File: config.mk
export PLATFORM = sky130hd
export DESIGN_NAME = led_panel_blink_controller
export DESIGN_NICKNAME = d
export VERILOG_FILES = /design/src/sv/lpb_pkg.sv /design/src/sv/led_panel_blink_controller.sv
export VERILOG_INCLUDE_DIRS = /design/src /design/src/sv
export SDC_FILE = /design/constraint.sdc
export NUM_CORES = 1
export LEC_CHECK = 0
export ABC_AREA = 1
export ABC_CLOCK_PERIOD_IN_PS = 7600
export BUFFER_PORTS_ARGS = -buffer_cell sky130_fd_sc_hd__clkbuf_2
export CELL_PAD_IN_SITES_DETAIL_PLACEMENT = 1
export CELL_PAD_IN_SITES_GLOBAL_PLACEMENT = 1
export CORE_ASPECT_RATIO = 0.5
export CORE_MARGIN = 3
export CORE_UTILIZATION = 43
export DETAILED_ROUTE_END_ITERATION = 10
export GPL_ROUTABILITY_DRIVEN = 0
export GPL_TIMING_DRIVEN = 0
export PLACE_DENSITY_LB_ADDON = 0.1
export SLEW_MARGIN = 20
export SYNTH_ARGS = -nofsm -noshare
export SYNTH_HDL_FRONTEND = slang
export SYNTH_SLANG_ARGS = --single-unit
File: constraint.sdc
create_clock -name i_clk -period 7.6 [get_ports i_clk]
set_input_delay 1.14 -clock i_clk [delete_from_list [all_inputs] [get_ports i_clk]]
set_output_delay 1.14 -clock i_clk [all_outputs]
set_load 0.01 [all_outputs]
File: src/sv/led_panel_blink_controller_defines.svh
// Assertion macros used by the controller RTL.
`ifndef LED_PANEL_BLINK_CONTROLLER_DEFINES_SVH
`define LED_PANEL_BLINK_CONTROLLER_DEFINES_SVH

`ifndef NO_ASSERTIONS
// Check on every clock edge outside reset.
`define LPB_ASSERT(lbl, prop) \
    lbl: assert property (@(posedge i_clk) disable iff (!i_rst_n) prop) \
        else $error("assertion failed");
// Check on every clock edge, reset included.
`define LPB_ASSERT_ALWAYS(lbl, prop) \
    lbl: assert property (@(posedge i_clk) prop) \
        else $error("assertion failed");
`else
`define LPB_ASSERT(lbl, prop)
`define LPB_ASSERT_ALWAYS(lbl, prop)
`endif

`endif

File: src/sv/lpb_pkg.sv
`default_nettype none

package lpb_pkg;

    typedef enum logic [1:0] {
        OP_TICK     = 2'd0,
        OP_SET_IND  = 2'd1,
        OP_SHOW_NUM = 2'd2,
        OP_BLINK    = 2'd3
    } t_opcode;

    localparam logic [2:0] IND_GREEN = 3'd0;
    localparam logic [2:0] IND_RED   = 3'd1;
    localparam logic [2:0] IND_LOCK  = 3'd2;
    localparam logic [2:0] IND_PT1   = 3'd3;
    localparam logic [2:0] IND_PT2   = 3'd4;
    localparam logic [2:0] IND_MENU  = 3'd5;

    localparam logic [1:0] REG_TOGGLE_TICK = 2'd0;
    localparam logic [1:0] REG_PERIOD_END  = 2'd1;
    localparam logic [1:0] REG_REPEATS     = 2'd2;

    localparam int unsigned ADDR_W = 4;
    localparam int unsigned DATA_W = 32;

    localparam logic [15:0] TOGGLE_TICK_RST = 16'd25000;
    localparam logic [15:0] PERIOD_END_RST  = 16'd50000;
    localparam logic [7:0]  REPEATS_RST     = 8'd7;

    localparam logic [7:0]  PANEL_GREEN     = 8'h02;
    localparam logic [7:0]  PANEL_RED       = 8'h80;
    localparam logic [7:0]  PANEL_LOCK      = 8'h04;
    localparam logic [7:0]  PANEL_MENU_GRN  = 8'h10;
    localparam logic [7:0]  PANEL_MENU_RED  = 8'h08;
    localparam logic [15:0] DISP_PT1        = 16'h0080;
    localparam logic [15:0] DISP_PT2        = 16'h8000;
    localparam logic [15:0] DISP_BLANK      = 16'hFFFF;
    localparam logic [6:0]  NUM_MAX         = 7'd98;

    typedef struct packed {
        t_opcode     opcode;
        logic [2:0]  indicator;
        logic        turn_on;
        logic [7:0]  number;
        logic [1:0]  blink_select;
    } t_in_req;

    typedef struct packed {
        logic [7:0]  panel_bits;
        logic [15:0] display_bits;
        logic        blink_active;
    } t_out_res;

    function automatic logic [7:0] glyph(input logic [3:0] digit);
        logic [7:0] g;
        case (digit)
            4'd0: g = 8'hc0;
            4'd1: g = 8'hf9;
            4'd2: g = 8'ha4;
            4'd3: g = 8'hb0;
            4'd4: g = 8'h99;
            4'd5: g = 8'h92;
            4'd6: g = 8'h82;
            4'd7: g = 8'hf8;
            4'd8: g = 8'h80;
            4'd9: g = 8'h90;
            default: g = 8'hff;
        endcase
        return g;
    endfunction

    function automatic logic [15:0] point_mask(input logic [1:0] sel);
        return (sel[0] ? DISP_PT1 : 16'h0000) | (sel[1] ? DISP_PT2 : 16'h0000);
    endfunction

    // Glyph pair for min(num,98)+1; tens digit by reciprocal multiply (v*205 >> 11).
    function automatic logic [15:0] number_glyphs(input logic [7:0] num);
        logic [6:0]  v;
        logic [14:0] prod;
        logic [3:0]  tens;
        logic [6:0]  units;
        v     = ((num > {1'b0, NUM_MAX}) ? NUM_MAX : num[6:0]) + 7'd1;
        prod  = 15'(v) * 15'd205;
        tens  = prod[14:11];
        units = v - 7'(tens) * 7'd10;
        return {glyph(units[3:0]), glyph(tens)};
    endfunction

endpackage

`default_nettype wire

File: src/sv/led_panel_blink_controller.sv
// LED panel / two-digit seven-segment blink controller.
// Input channel: i_in_valid / o_in_stall carry one command request (tick, set
// indicator, show number, start blink). Output channel: o_out_valid /
// i_out_stall carry one result per request: panel word, active-low display
// word and the blink-running flag, taken after the command is applied.
// A request is accepted on an edge with valid high and stall low. Its result
// appears in the result register (or the skid register) and stays until taken.
// Throughput is one request per cycle while o_in_stall is low: the state update
// is a single pass of logic from the accepted request into the result register.
// The output has a result register plus a one-entry skid register; when the
// receiver stalls, one more request is still taken into the skid, after which
// o_in_stall rises until the skid drains into the result register.
// Configuration goes through the APB port (toggle tick at 0x0, period end at 0x4,
// repeats at 0x8); the user must write it only while the block is idle (not enforced).
// Reset (synchronous, active low) blanks the display, clears the panel word,
// stops blinking, loads default timing and empties the output stages.
`default_nettype none
`include "led_panel_blink_controller_defines.svh"

module led_panel_blink_controller (
    input  wire logic                         i_clk,
    input  wire logic                         i_rst_n,
    input  wire logic                         i_in_valid,
    output logic                              o_in_stall,
    input  wire lpb_pkg::t_in_req             i_in_data,
    output logic                              o_out_valid,
    input  wire logic                         i_out_stall,
    output lpb_pkg::t_out_res                 o_out_data,
    input  wire logic                         psel,
    input  wire logic                         penable,
    input  wire logic                         pwrite,
    input  wire logic [lpb_pkg::ADDR_W-1:0]   paddr,
    input  wire logic [lpb_pkg::DATA_W-1:0]   pwdata,
    output logic [lpb_pkg::DATA_W-1:0]        prdata,
    output logic                              pready
);
    import lpb_pkg::*;

    logic [15:0] r_toggle_tick;
    logic [15:0] r_period_end;
    logic [7:0]  r_repeats;

    logic [7:0]  r_panel,    n_panel;
    logic [15:0] r_display,  n_display;
    logic [1:0]  r_flags,    n_flags;
    logic [1:0]  r_saved,    n_saved;
    logic [7:0]  r_cycle,    n_cycle;
    logic [16:0] r_tick,     n_tick;

    t_out_res r_out, r_skid;
    logic     r_out_valid, r_skid_valid;

    logic     in_accept, out_take, cfg_write;
    t_out_res result;

    assign pready     = 1'b1;
    assign cfg_write  = psel & penable & pwrite;
    assign o_in_stall = r_skid_valid;
    assign in_accept  = i_in_valid & ~r_skid_valid;
    assign out_take   = r_out_valid & ~i_out_stall;
    assign o_out_valid = r_out_valid;
    assign o_out_data  = r_out;

    always_comb begin
        case (paddr[3:2])
            REG_TOGGLE_TICK: prdata = {16'h0000, r_toggle_tick};
            REG_PERIOD_END:  prdata = {16'h0000, r_period_end};
            REG_REPEATS:     prdata = {24'h000000, r_repeats};
            default:         prdata = '0;
        endcase
    end

    always_comb begin
        n_panel   = r_panel;
        n_display = r_display;
        n_flags   = r_flags;
        n_saved   = r_saved;
        n_cycle   = r_cycle;
        n_tick    = r_tick;
        case (i_in_data.opcode)
            OP_TICK: begin
                if (r_flags != 2'b00) begin
                    if (r_cycle < r_repeats) begin
                        if (r_tick == 17'd0) begin
                            n_display = n_display & ~point_mask(r_flags);
                        end
                        if (r_tick == {1'b0, r_toggle_tick}) begin
                            n_display = n_display | point_mask(r_flags);
                        end
                        if (r_tick > {1'b0, r_period_end}) begin
                            n_tick  = '0;
                            n_cycle = r_cycle + 8'd1;
                        end else begin
                            n_tick = r_tick + 17'd1;
                        end
                    end else begin
                        // sequence done: relight the points saved at the request
                        n_cycle   = '0;
                        n_flags   = '0;
                        n_display = r_display & ~point_mask(r_saved);
                    end
                end
            end
            OP_SET_IND: begin
                case (i_in_data.indicator)
                    IND_GREEN: n_panel = i_in_data.turn_on ? (r_panel | PANEL_GREEN)
                                                           : (r_panel & ~PANEL_GREEN);
                    IND_RED:   n_panel = i_in_data.turn_on ? (r_panel | PANEL_RED)
                                                           : (r_panel & ~PANEL_RED);
                    IND_LOCK:  n_panel = i_in_data.turn_on ? (r_panel | PANEL_LOCK)
                                                           : (r_panel & ~PANEL_LOCK);
                    IND_PT1:   n_display = i_in_data.turn_on ? (r_display & ~DISP_PT1)
                                                             : (r_display | DISP_PT1);
                    IND_PT2:   n_display = i_in_data.turn_on ? (r_display & ~DISP_PT2)
                                                             : (r_display | DISP_PT2);
                    IND_MENU:  n_panel = i_in_data.turn_on
                                   ? ((r_panel | PANEL_MENU_GRN) & ~PANEL_MENU_RED)
                                   : ((r_panel | PANEL_MENU_RED) & ~PANEL_MENU_GRN);
                    default:   n_panel = r_panel;
                endcase
            end
            OP_SHOW_NUM: begin
                n_display = number_glyphs(i_in_data.number);
            end
            OP_BLINK: begin
                if (i_in_data.blink_select != 2'b00) begin
                    n_flags = r_flags | i_in_data.blink_select;
                    n_saved = {~r_display[15], ~r_display[7]};
                end
            end
            default: n_panel = r_panel;
        endcase
    end

    assign result = '{panel_bits: n_panel, display_bits: n_display,
                      blink_active: (n_flags != 2'b00)};

    always_ff @(posedge i_clk) begin
        if (!i_rst_n) begin
            r_toggle_tick <= TOGGLE_TICK_RST;
            r_period_end  <= PERIOD_END_RST;
            r_repeats     <= REPEATS_RST;
            r_panel       <= '0;
            r_display     <= DISP_BLANK;
            r_flags       <= '0;
            r_saved       <= '0;
            r_cycle       <= '0;
            r_tick        <= '0;
            r_out_valid   <= 1'b0;
            r_skid_valid  <= 1'b0;
        end else begin
            if (cfg_write) begin
                case (paddr[3:2])
                    REG_TOGGLE_TICK: r_toggle_tick <= pwdata[15:0];
                    REG_PERIOD_END:  r_period_end  <= pwdata[15:0];
                    REG_REPEATS:     r_repeats     <= pwdata[7:0];
                    default:         r_repeats     <= r_repeats;
                endcase
            end
            if (in_accept) begin
                r_panel   <= n_panel;
                r_display <= n_display;
                r_flags   <= n_flags;
                r_saved   <= n_saved;
                r_cycle   <= n_cycle;
                r_tick    <= n_tick;
            end
            if (r_skid_valid) begin
                // drain the skid into the output register
                if (out_take) begin
                    r_out        <= r_skid;
                    r_skid_valid <= 1'b0;
                end
            end else if (in_accept) begin
                if (!r_out_valid || out_take) begin
                    r_out       <= result;
                    r_out_valid <= 1'b1;
                end else begin
                    r_skid       <= result;
                    r_skid_valid <= 1'b1;
                end
            end else if (out_take) begin
                r_out_valid <= 1'b0;
            end
        end
    end

    `LPB_ASSERT_ALWAYS(a_skid_needs_out, r_skid_valid |-> r_out_valid)
    `LPB_ASSERT(a_stalled_result_to_skid,
                (r_out_valid && i_out_stall && in_accept) |=> r_skid_valid)
    `LPB_ASSERT(a_idle_blink_counter, (r_flags == 2'b00) |-> (r_cycle == 8'd0))
    `LPB_ASSERT(a_active_flag_matches,
                (in_accept && !r_skid_valid && !r_out_valid)
                |=> (o_out_data.blink_active == (r_flags != 2'b00)))

endmodule

`default_nettype wire
==> results of run 1 <==
==> worst min path at each step <==
stage | end | slack, ns | start | depth (start not counted)
after detailed placement | r_display[10] | 0.47 | r_display[10] | 2
after CTS | r_display[13] | 0.48 | r_display[13] | 2
after global routing | r_display[13] | 0.51 | r_display[13] | 2
after global placement | r_display[11] | 0.45 | r_display[11] | 2
final | r_display[13] | 0.48 | r_display[13] | 2
after floorplan | r_display[11] | 0.44 | r_display[11] | 2
==> registers in the layout, indices dropped and copies added (netlist names) <==
register	flops
o_out_data	22
r_skid	22
r_tick	17
r_display	16
r_period_end	16
r_toggle_tick	16
r_cycle	8
r_repeats	8
r_panel	5
r_flags	2
r_saved	2
o_in_stall	1
o_out_valid	1
==> cell families (layout without fill, tap and decap cells) <==
logic type	after synthesis	count (layout)	share of synthesized area [%]
xor gates and xnor gates	10	10	1.160
AOI/OAI and AO/OA	226	226	16.03
and+or+nand+nor	418	418	22.35
buffers and inverters	192	305	9.802
other	2	20	0.09164
adders and majority gates	73	73	11.97
DFF	136	136	38.60
==> worst max-delay path: cells and delay by family <==
family | cells | cell delay [ns]
AOI/OAI and AO/OA | 1 | 0.25
buffers and inverters | 5 | 0.53
and+or+nand+nor | 16 | 2.01
xor gates and xnor gates | 2 | 0.58
adders and majority gates | 7 | 2.48
==> synth_stat cells, types with 3 or more instances <==
| cell type | instances | area, sq um |
|---|---|---|
| nand2_2 | 21 | 131.4 |
| a31oi_1 | 9 | 56.30 |
| nor4_1 | 5 | 31.28 |
| inv_2 | 8 | 30.03 |
| o22ai_1 | 7 | 43.79 |
| dfxtp_1 | 92 | 1842 |
| o21ai_0 | 82 | 410.4 |
| nand3_2 | 4 | 40.04 |
| nand4_1 | 12 | 75.07 |
| o221ai_1 | 7 | 61.31 |
| nand2_1 | 244 | 915.9 |
| clkbuf_1 | 18 | 67.56 |
| fa_1 | 9 | 180.2 |
| nor2_1 | 74 | 277.8 |
| a211oi_1 | 6 | 45.04 |
| nand3_1 | 30 | 150.1 |
| nor3_1 | 15 | 75.07 |
| a21oi_1 | 77 | 385.4 |
| nor3_2 | 3 | 30.03 |
| inv_1 | 136 | 510.5 |
| buf_2 | 4 | 20.02 |
| o211ai_1 | 17 | 127.6 |
| o21ai_2 | 5 | 43.79 |
| o21a_1 | 3 | 22.52 |
| nand2_4 | 4 | 45.04 |
| xor2_1 | 6 | 52.55 |
| xnor2_1 | 3 | 26.28 |
| edfxtp_1 | 44 | 1321 |
| clkinv_1 | 3 | 11.26 |
| buf_4 | 20 | 150.1 |
| ha_1 | 64 | 800.8 |
==> final cells by class <==
class | instances | area, sq um | area share (%)
Clock buffer | 18 | 429.2 | 4.478
Multi-Input combinational cell | 747 | 4302 | 44.89
Timing Repair Buffer | 81 | 417.9 | 4.361
Sequential cell | 136 | 3163 | 33.01
Clock inverter | 14 | 152.6 | 1.593
Inverter | 148 | 558.0 | 5.823
Tap cell | 252 | 315.3 | 3.290
Buffer | 44 | 245.2 | 2.559
==> routing by layer <==
metal / vias to the layer above / wire [microns]
met5: - / 0
met4: 0 / 281
met3: 30 / 1103
met2: 162 / 11460
met1: 3662 / 11630
li1: 3725 / -
==> power groups by stage <==
stage | Combinational, mW | Clock, mW | Sequential [mW]
after floorplan | 0.540 | 0 | 0.834
after global placement | 0.697 | 0 | 0.829
after detailed placement | 0.733 | 0 | 0.831
after CTS | 0.741 | 0.843 | 0.816
after global routing | 0.844 | 0.875 | 0.819
final | 0.736 | 0.838 | 0.816
==> stage by stage <==
step / hold WS (ns) / std cells / worst slack (ns) / utilization, %
CTS: 0.4820 / 1440 / 0.7759 / 53.25
global placement: 0.4491 / 1406 / 0.5202 / 49.87
finish: 0.4754 / 1440 / 0.8002 / 53.25
floorplan: 0.4408 / 1075 / 1.255 / -
global route: 0.5057 / 1440 / 0.2676 / 53.25
detailed placement: 0.4674 / 1408 / 0.3410 / 50.02
==> flow_metrics.tcl, run 1 <==
set metrics [dict create \
    power.switching_uw 853.8 \
    hold_buffers 0 \
    postLayoutCellArea_sq_um 9583 \
    syn_to_final_growth_pct 16.93 \
    skew_ns 0.007415 \
    synth.yosys.seq_area_share_pct 38.60 \
    slew_headroom_pct 47.54 \
    crit_slowest_cell "fa_1" \
    route.detailed.drc 0 \
    antenna_found_initial 0 \
    cts_buffers 17 \
    cp-end-kind "flop" \
    fillers 2304 \
    crit_required_ns 7.79 \
    drv_slew 0 \
    layout_min_cycle_time_ns 6.800 \
    vias_per_cell 5.263 \
    cp_max_fo 9 \
    setup_viol 0 \
    p_total_mw 2.390 \
    design.core.area_sq_um 17990 \
    dieArea_sq_um 20850 \
    drt_iter0_drc 304 \
    hold_viol_final 0 \
    cp.arrival_ns 6.99 \
    critical_path.startpoint_type "input pin" \
    postCtsSetupRepairBufs 0 \
    worst_pin_slew_ns 0.7869 \
    cts_sinks 136 \
    grt_use_met1_pct 31.42 \
    maxCapViolCount 0 \
    htreeDepth 4 \
    ys.flop_type "dfxtp_1" \
    grt_overflow 0 \
    r2r-start "r_period_end[15]" \
    synth-seq-cells 136 \
    crit_end "o_out_data[13]" \
    crit_path_start "i_in_data[4]" \
    top_usage_layer "met2" \
    clk_latency_ns 0.43 \
    ys_types 50 \
    nets 1307 \
    grt_pass1_vias 7792 \
    power_density_nw_per_um2 249.4 \
    synth_cells 1057 \
    synthesis.area_sq_um 8195 \
    syn_avg_cell_area_sq_um 7.753 \
    status "finished, final reports clean" \
    hpwl_mm 19.06 \
    post_cts_resized 0 \
    tns_ns 0 \
    regToRegSetupSlack_ns 4.65 \
    die_y_microns 103.6 \
    swShare_pct 35.73 \
    grt_pass1_wl_mm 40.23 \
    start_util_pct 45.54 \
    die_x_microns 201.2 \
    final_layout_size_suffix_gt1_share_pct 16.25 \
    grt_usage_pct 23.72 \
    vias 7579 \
    rr_endpoint "r_cycle[4]" \
    clkTransAtPathRegs_ns 0.06 \
    intPower_mw 1.536 \
    final_antenna_net_count 0 \
    wire_per_inst_microns 17.00 \
    grt_start_max_net_pins 18 \
    diodes 0 \
    layout_commonest_cell "nand2_1" \
    cp_common_cell "nand2_1" \
    dr.pass1.iters 5 \
    pin_count 119 \
    power.static_leakage_nw 4.439 \
    pwr-share-clk_pct 35.1 \
    met2_usage_pct 39.85 \
    io_buffers 79 \
    routed_wl_mm 24.48 \
    clockBufferDepth 2 \
    cts_tree "done" \
    async_flop_share_pct 0 \
    rsz0062_at_grt "no" \
    synth-edff-count 44 \
    cp_slowest_stage_delay_ns 0.49 \
    rows 34 \
    mostFrequentLayoutCells "nand2_1 (244), inv_1 (136), dfxtp_1 (92)" \
    critical_path_class "input pin to flop" \
    dpl_cell_area_sq_um 9001 \
    fmax_ghz 0.1471 \
    reg2regPathDepth 14 \
    seqPwrFrac_pct 34.1 \
    combPwrFrac_pct 30.8 \
    hp-class "flop to flop" \
    finalCritPeriodShare_pct 89.47 \
    ir_drop_uv 169.0 \
    yosys_warnings 0 \
    cts_root_buf "clkbuf_16" \
    grt_use_met3_pct 4.981 \
]
(Power assumes the default switching activity.)
==> run 2, diff against run 1 <==
- ABC_AREA: 1 -> not set
- CORE_UTILIZATION: 43 -> 44
==> run 2 against run 1 <==
Against the previous run: total power grew 3.2%; clock power down 5.6%; synthesized cell count decreased by 11%; design area is 2.9% higher; setup slack lost 0.27 ns; non-clock buffer count increased by 14; clock skew up 0.0022 ns; utilization fell by 0.29 points; die area up 0.55%; sequential power down 0.5%.
==> flow_metrics.tcl, run 2 <==
set metrics [dict create \
    die_x_microns 201.8 \
    crit_family "adder cells" \
    crit_required_ns 7.77 \
    power_density_nw_per_um2 250.2 \
    ys_top_cells_by_area "dfxtp_1 (22%), edfxtp_1 (16%), ha_1 (9.5%)" \
    design.core.area_sq_um 18610 \
    crit_slowest_cell "fa_1" \
    htreeDepth 4 \
    grt_pass1_wl_mm 40.32 \
    status "finished, final reports clean" \
    register_area_sq_um 3163 \
    async_flop_share_pct 0 \
    setup_ws_ns 0.5333 \
    yosysTopAreaCellShare_pct 21.84 \
    p_total_mw 2.466 \
    grt_pass1_vias 7811 \
    reg2regPathDepth 10 \
    ir_drop_uv 182.9 \
    synth_common_cells "nand2_1 (119), dfxtp_1 (92), nor2_1 (90)" \
    clkTransAtPathRegs_ns 0.06 \
    synth-edff-count 44 \
    maxCapViolCount 0 \
    fmax_ghz 0.1415 \
    final_util_pct 52.96 \
    finalCritPeriodShare_pct 92.98 \
    ys_types 73 \
    cp_slowest_stage_delay_ns 0.47 \
    multi_input_area_sq_um 4866 \
    whs_ns 0.4764 \
    dr.pass1.iters 4 \
    wire_per_inst_microns 18.27 \
    yosysMostFrequentCell "nand2_1" \
    grt_start_max_net_pins 23 \
    crit_cells 25 \
    io_buffers 80 \
    grt_overflow 0 \
    setup_viol 0 \
    syn_to_final_growth_pct 16.87 \
    die_y_microns 103.9 \
    critPathBufInv 4 \
    cts_tree "done" \
    route.detailed.drc 0 \
    power.static_leakage_nw 4.207 \
    worst_pin_slew_ns 0.9226 \
    layout_min_cycle_time_ns 7.067 \
    rows 35 \
    antenna_found_initial 0 \
    nets 1197 \
    critical_path_class "input pin to flop" \
    clockBufferDepth 2 \
    dieArea_sq_um 20970 \
    hp-class "flop to flop" \
    clk_latency_ns 0.42 \
    drt_iter0_drc 390 \
    layout_commonest_cell "nand2_1" \
    vias 7305 \
    placed_cells 1305 \
    pin_count 119 \
    diodes 0 \
    cts_sinks 136 \
    hold_viol_final 0 \
    cp_max_fo 10 \
    synth_cells 946 \
    finalNonFillerCells 1337 \
    cts_buffers 17 \
    holdPathStages 2 \
    grt_usage_pct 23.82 \
    dp_slack_ns -0.4917 \
    rsz0062_at_grt "no" \
    mostFrequentLayoutCells "nand2_1 (119), dfxtp_1 (92), nor2_1 (88)" \
    synth-seq-cells 136 \
    final_layout_size_suffix_gt1_share_pct 17.35 \
    cp.arrival_ns 7.24 \
    syn_avg_cell_area_sq_um 8.916 \
    hpwl_mm 18.38 \
    fillers 2223 \
    cp-end-kind "flop" \
    cp_common_cell "ha_1" \
    routed_wl_mm 24.43 \
    hold_buffers 0 \
    critical_path.startpoint_type "input pin" \
    synthesis.area_sq_um 8434 \
    cts_root_buf "clkbuf_16" \
    final_antenna_net_count 0 \
    slew_headroom_pct 38.02 \
    synth_top_cell_by_area "dfxtp_1" \
    vias_per_cell 5.464 \
    synth.yosys.seq_area_share_pct 37.50 \
    yosys_warnings 0 \
    drv_slew 0 \
    ys.flop_type "dfxtp_1" \
    skew_ns 0.009576 \
    start_util_pct 45.32 \
]
-- run 2: changes by cell type in the layout (fill, tap and decap cells not counted), moves of 15 or more --
cell,delta
a21oi_1,-19
inv_1,-79
mux2_2,+15
mux2i_1,+32
nand2_1,-125
nand2_2,-21
nor2_1,+16
o21ai_0,-50
xnor2_1,+16
-- run 2: per-layer routing --
metal / vias up / wire length, microns / GRT usage (%) / part of all wire (%)
met1: 3610 / 10800 / 28.95 / 44
met4: 0 / 380 / 6.862 / 1.6
met3: 26 / 728 / 3.564 / 3.0
met2: 113 / 12520 / 43.87 / 51
met5: - / 0 / 0 / 0
li1: 3556 / - / - / -
-- run 2: area by class of cell --
class,count,share of cell area [%]
plain buffers,57,3.097
repair buffers,82,4.214
multi-input cells,710,49.37
well taps,259,3.288
flip-flops and latches,136,32.09
clock buffers,19,4.392
inverters,61,2.323
clock inverters,13,1.231
-- run 2: timing repair --
item / in CTS / in global routing
setup endpoints to repair: 3 / 20
resized for setup: 1 / 7
setup buffers: 0 / 0
-- run 2: final timing paths --
path | slack (ns) | startpoint | endpoint
hold / removal | 0.48 | r_display[9] | r_display[9]
hold reg to reg | 0.48 | r_display[9] | r_display[9]
setup reg to reg | 4.35 | r_repeats[5] | r_cycle[1]
setup / recovery | 0.53 | i_in_data[9] | o_out_data[11]
-- run 2: report_power, final --
| group | total [mW] | switching, mW | internal (mW) |
|---|---|---|---|
| combinational | 0.863 | 0.523 | 0.341 |
| sequential | 0.812 | 0.0166 | 0.795 |
| clock | 0.791 | 0.339 | 0.452 |
| total | 2.47 | 0.878 | 1.59 |
-- run 2: tightest hold or removal path, delay by kind of cell (launching register included) --
family	cells	cell delay, ns
compound gates	2	0.12
flops	1	0.33
-- run 2: cells by family after synthesis --
| group | count (synthesis) | share of synthesized area [%] |
|---|---|---|
| xor+xnor | 41 | 4.436 |
| compound gates | 193 | 15.78 |
| buf+inv | 118 | 6.334 |
| flops | 136 | 37.50 |
| other cells | 2 | 0.08904 |
| fa+ha+maj | 73 | 11.63 |
| simple gates | 336 | 18.42 |
| mux | 47 | 5.800 |
-- run 2: metrics by stage --
| stage | TNS [ns] | instance area (sq um) |
|---|---|---|
| after floorplan | 0 | 8502 |
| after global placement | -2.966 | 9226 |
| after detailed placement | -6.892 | 9254 |
| after CTS | 0 | 9816 |
| after global routing | 0 | 9857 |
| final | 0 | 9857 |
==> run 3, diff against run 2 <==
- PLACE_DENSITY: not set -> 0.82
- PLACE_DENSITY_LB_ADDON: 0.1 -> not set
==> run 3 against run 2 <==
Against the previous run: die area unchanged; via count up 2.7%; sequential share of layout area down 0.18 points; highest routed layer unchanged; critical path depth is the same; count of clock-buffer cells in the layout fell by 2; fmax fell by 2.6%; setup slack got worse by 0.19 ns; clock skew up 0.0024 ns; sequential power about the same; design area increased by 0.56%.
==> flow_metrics.tcl, run 3 (synthesized netlist as in run 2, its figures left out) <==
set metrics [dict create \
    status "finished, final reports clean" \
    hold-path-endpoint "r_panel[3]" \
    regToRegSetupSlack_ns 4.28 \
    finalCritPeriodShare_pct 95.43 \
    hp-class "flop to flop" \
    swShare_pct 36.14 \
    pin_count 119 \
    drt_iter0_drc 441 \
    worst_pin_slew_ns 0.8684 \
    reg2regPathDepth 10 \
    nets 1198 \
    dr.pass1.iters 4 \
    io_buffers 80 \
    crit_required_ns 7.78 \
    maxCapViolCount 0 \
    mostFrequentLayoutCells "nand2_1 (119), dfxtp_1 (92), nor2_1 (88)" \
    holdPathStages 2 \
    fillers 2229 \
    pwr-share-clk_pct 34.0 \
    die_y_microns 103.9 \
    clkTransAtPathRegs_ns 0.07 \
    postCtsSetupRepairBufs 0 \
    skew_ns 0.01197 \
    design.core.area_sq_um 18610 \
    critical_path_class "input pin to flop" \
    vias 7505 \
    cp_slowest_stage_delay_ns 0.47 \
    final_layout_size_suffix_gt1_share_pct 17.42 \
    cts_buffers 17 \
    fmax_ghz 0.1379 \
    intPower_mw 1.635 \
    syn_to_final_growth_pct 17.52 \
    clockBufferDepth 2 \
    combPwrFrac_pct 34.3 \
    die_x_microns 201.8 \
    grt_overflow 0 \
    clk_latency_ns 0.43 \
    cp-end-kind "flop" \
    p_total_mw 2.561 \
    grt_start_max_net_pins 17 \
    min-delay-start "r_panel[3]" \
    critical_path.startpoint_type "input pin" \
    hpwl_mm 18.74 \
    antenna_found_initial 0 \
    multi_input_area_sq_um 4855 \
    placed_cells 1306 \
    cts_root_buf "clkbuf_16" \
    power.static_leakage_nw 4.255 \
    route.detailed.drc 0 \
    layout_min_cycle_time_ns 7.253 \
    diodes 0 \
    hold_viol_final 0 \
    setup_viol 0 \
    start_util_pct 45.32 \
    crit_slowest_cell "fa_1" \
    htreeDepth 4 \
    cts_sinks 136 \
    dieArea_sq_um 20970 \
    cp_max_fo 10 \
    grt_pass1_vias 8221 \
    rr_endpoint "r_cycle[1]" \
    rsz0062_at_grt "no" \
    grt_pass1_wl_mm 41.72 \
    final_antenna_net_count 0 \
    cp.arrival_ns 7.43 \
    power_density_nw_per_um2 258.4 \
    finalNonFillerCells 1338 \
    seqPwrFrac_pct 31.7 \
    vias_per_cell 5.609 \
    layout_commonest_cell "nand2_1" \
    slew_headroom_pct 41.66 \
    register_area_sq_um 3163 \
    cp_common_cell "ha_1" \
    power.switching_uw 925.5 \
    rows 35 \
    drv_slew 0 \
    r2r-start "r_tick[10]" \
    routed_wl_mm 25.22 \
    ir_drop_uv 149.5 \
    grt_usage_pct 24.38 \
    cts_tree "done" \
    wire_per_inst_microns 18.85 \
]
## run 3: changes by cell type in the layout (fill, tap and decap cells not counted)
cell        before  now
bufinv_16        1    2
clkinvlp_4       5    1
o31ai_2          1    0
buf_4           22   21
inv_6            3    7
nor4_1           5    6
clkbuf_1        29   27
nor4_2           1    0
o31ai_1          6    7
clkinv_2         2    0
inv_8            0    3
buf_6            1    3
## run 3: worst max-delay path by stage
stage | startpoint | to | slack [ns] | cells after the start
detailed placement | i_in_data[9] | o_out_data[9] | -0.49 | 25
finish | i_in_data[9] | o_out_data[9] | 0.35 | 25
global route | i_in_data[9] | o_out_data[9] | 0.01 | 25
global placement | i_in_data[9] | o_out_data[11] | -0.22 | 25
CTS | i_in_data[9] | o_out_data[9] | 0.14 | 25
floorplan | i_in_data[9] | o_out_data[11] | 0.64 | 24
## run 3: final cells by class
| class | count | share of cell area (%) |
|---|---|---|
| Multi-Input combinational cell | 710 | 48.98 |
| Clock inverter | 15 | 1.818 |
| Buffer | 57 | 3.080 |
| Sequential cell | 136 | 31.91 |
| Inverter | 61 | 2.310 |
| Timing Repair Buffer | 83 | 4.342 |
| Clock buffer | 17 | 4.292 |
| Tap cell | 259 | 3.269 |
## run 3: critical path, delay by kind of cell
kind,cells,cell delay (ns)
AOI/OAI and AO/OA,4,1.06
xor gates and xnor gates,5,0.96
adders and majority gates,7,2.43
buffers and inverters,4,0.59
muxes,1,0.21
and+or+nand+nor,4,1.03
## run 3: what timing repair did
action / 4_1_cts / 5_1_grt
pin swaps: 0 / 0
hold buffers: 0 / 0
gates resized for setup: 1 / 6
endpoints found under the setup margin: 3 / 14
## run 3: stage by stage
stage | utilization (%) | instance area (sq um) | setup WS [ns] | setup TNS [ns] | hold WS, ns
after floorplan | - | 8502 | 0.6383 | 0 | 0.4363
after global placement | 49.57 | 9226 | -0.2200 | -1.548 | 0.4435
after detailed placement | 49.77 | 9264 | -0.4910 | -6.762 | 0.4644
after CTS | 53.07 | 9877 | 0.1375 | 0 | 0.4667
after global routing | 53.26 | 9912 | 0.009940 | 0 | 0.4919
final | 53.26 | 9912 | 0.3470 | 0 | 0.4720
## run 3: routing by layer
metal / track usage [%] / part of all wire, % / vias to the layer above
met5: 0 / 0 / -
met4: 7.757 / 1.9 / 0
met3: 3.814 / 2.7 / 49
met2: 45.62 / 52 / 141
met1: 28.64 / 43 / 3751
li1: - / - / 3564
## run 3: power by group through the flow
stage,combinational (mW),clock [mW],sequential (mW)
after floorplan,0.631,0,0.828
after global placement,0.802,0,0.825
after detailed placement,0.850,0,0.827
after CTS,0.864,0.875,0.811
after global routing,0.977,0.909,0.815
final,0.878,0.871,0.812
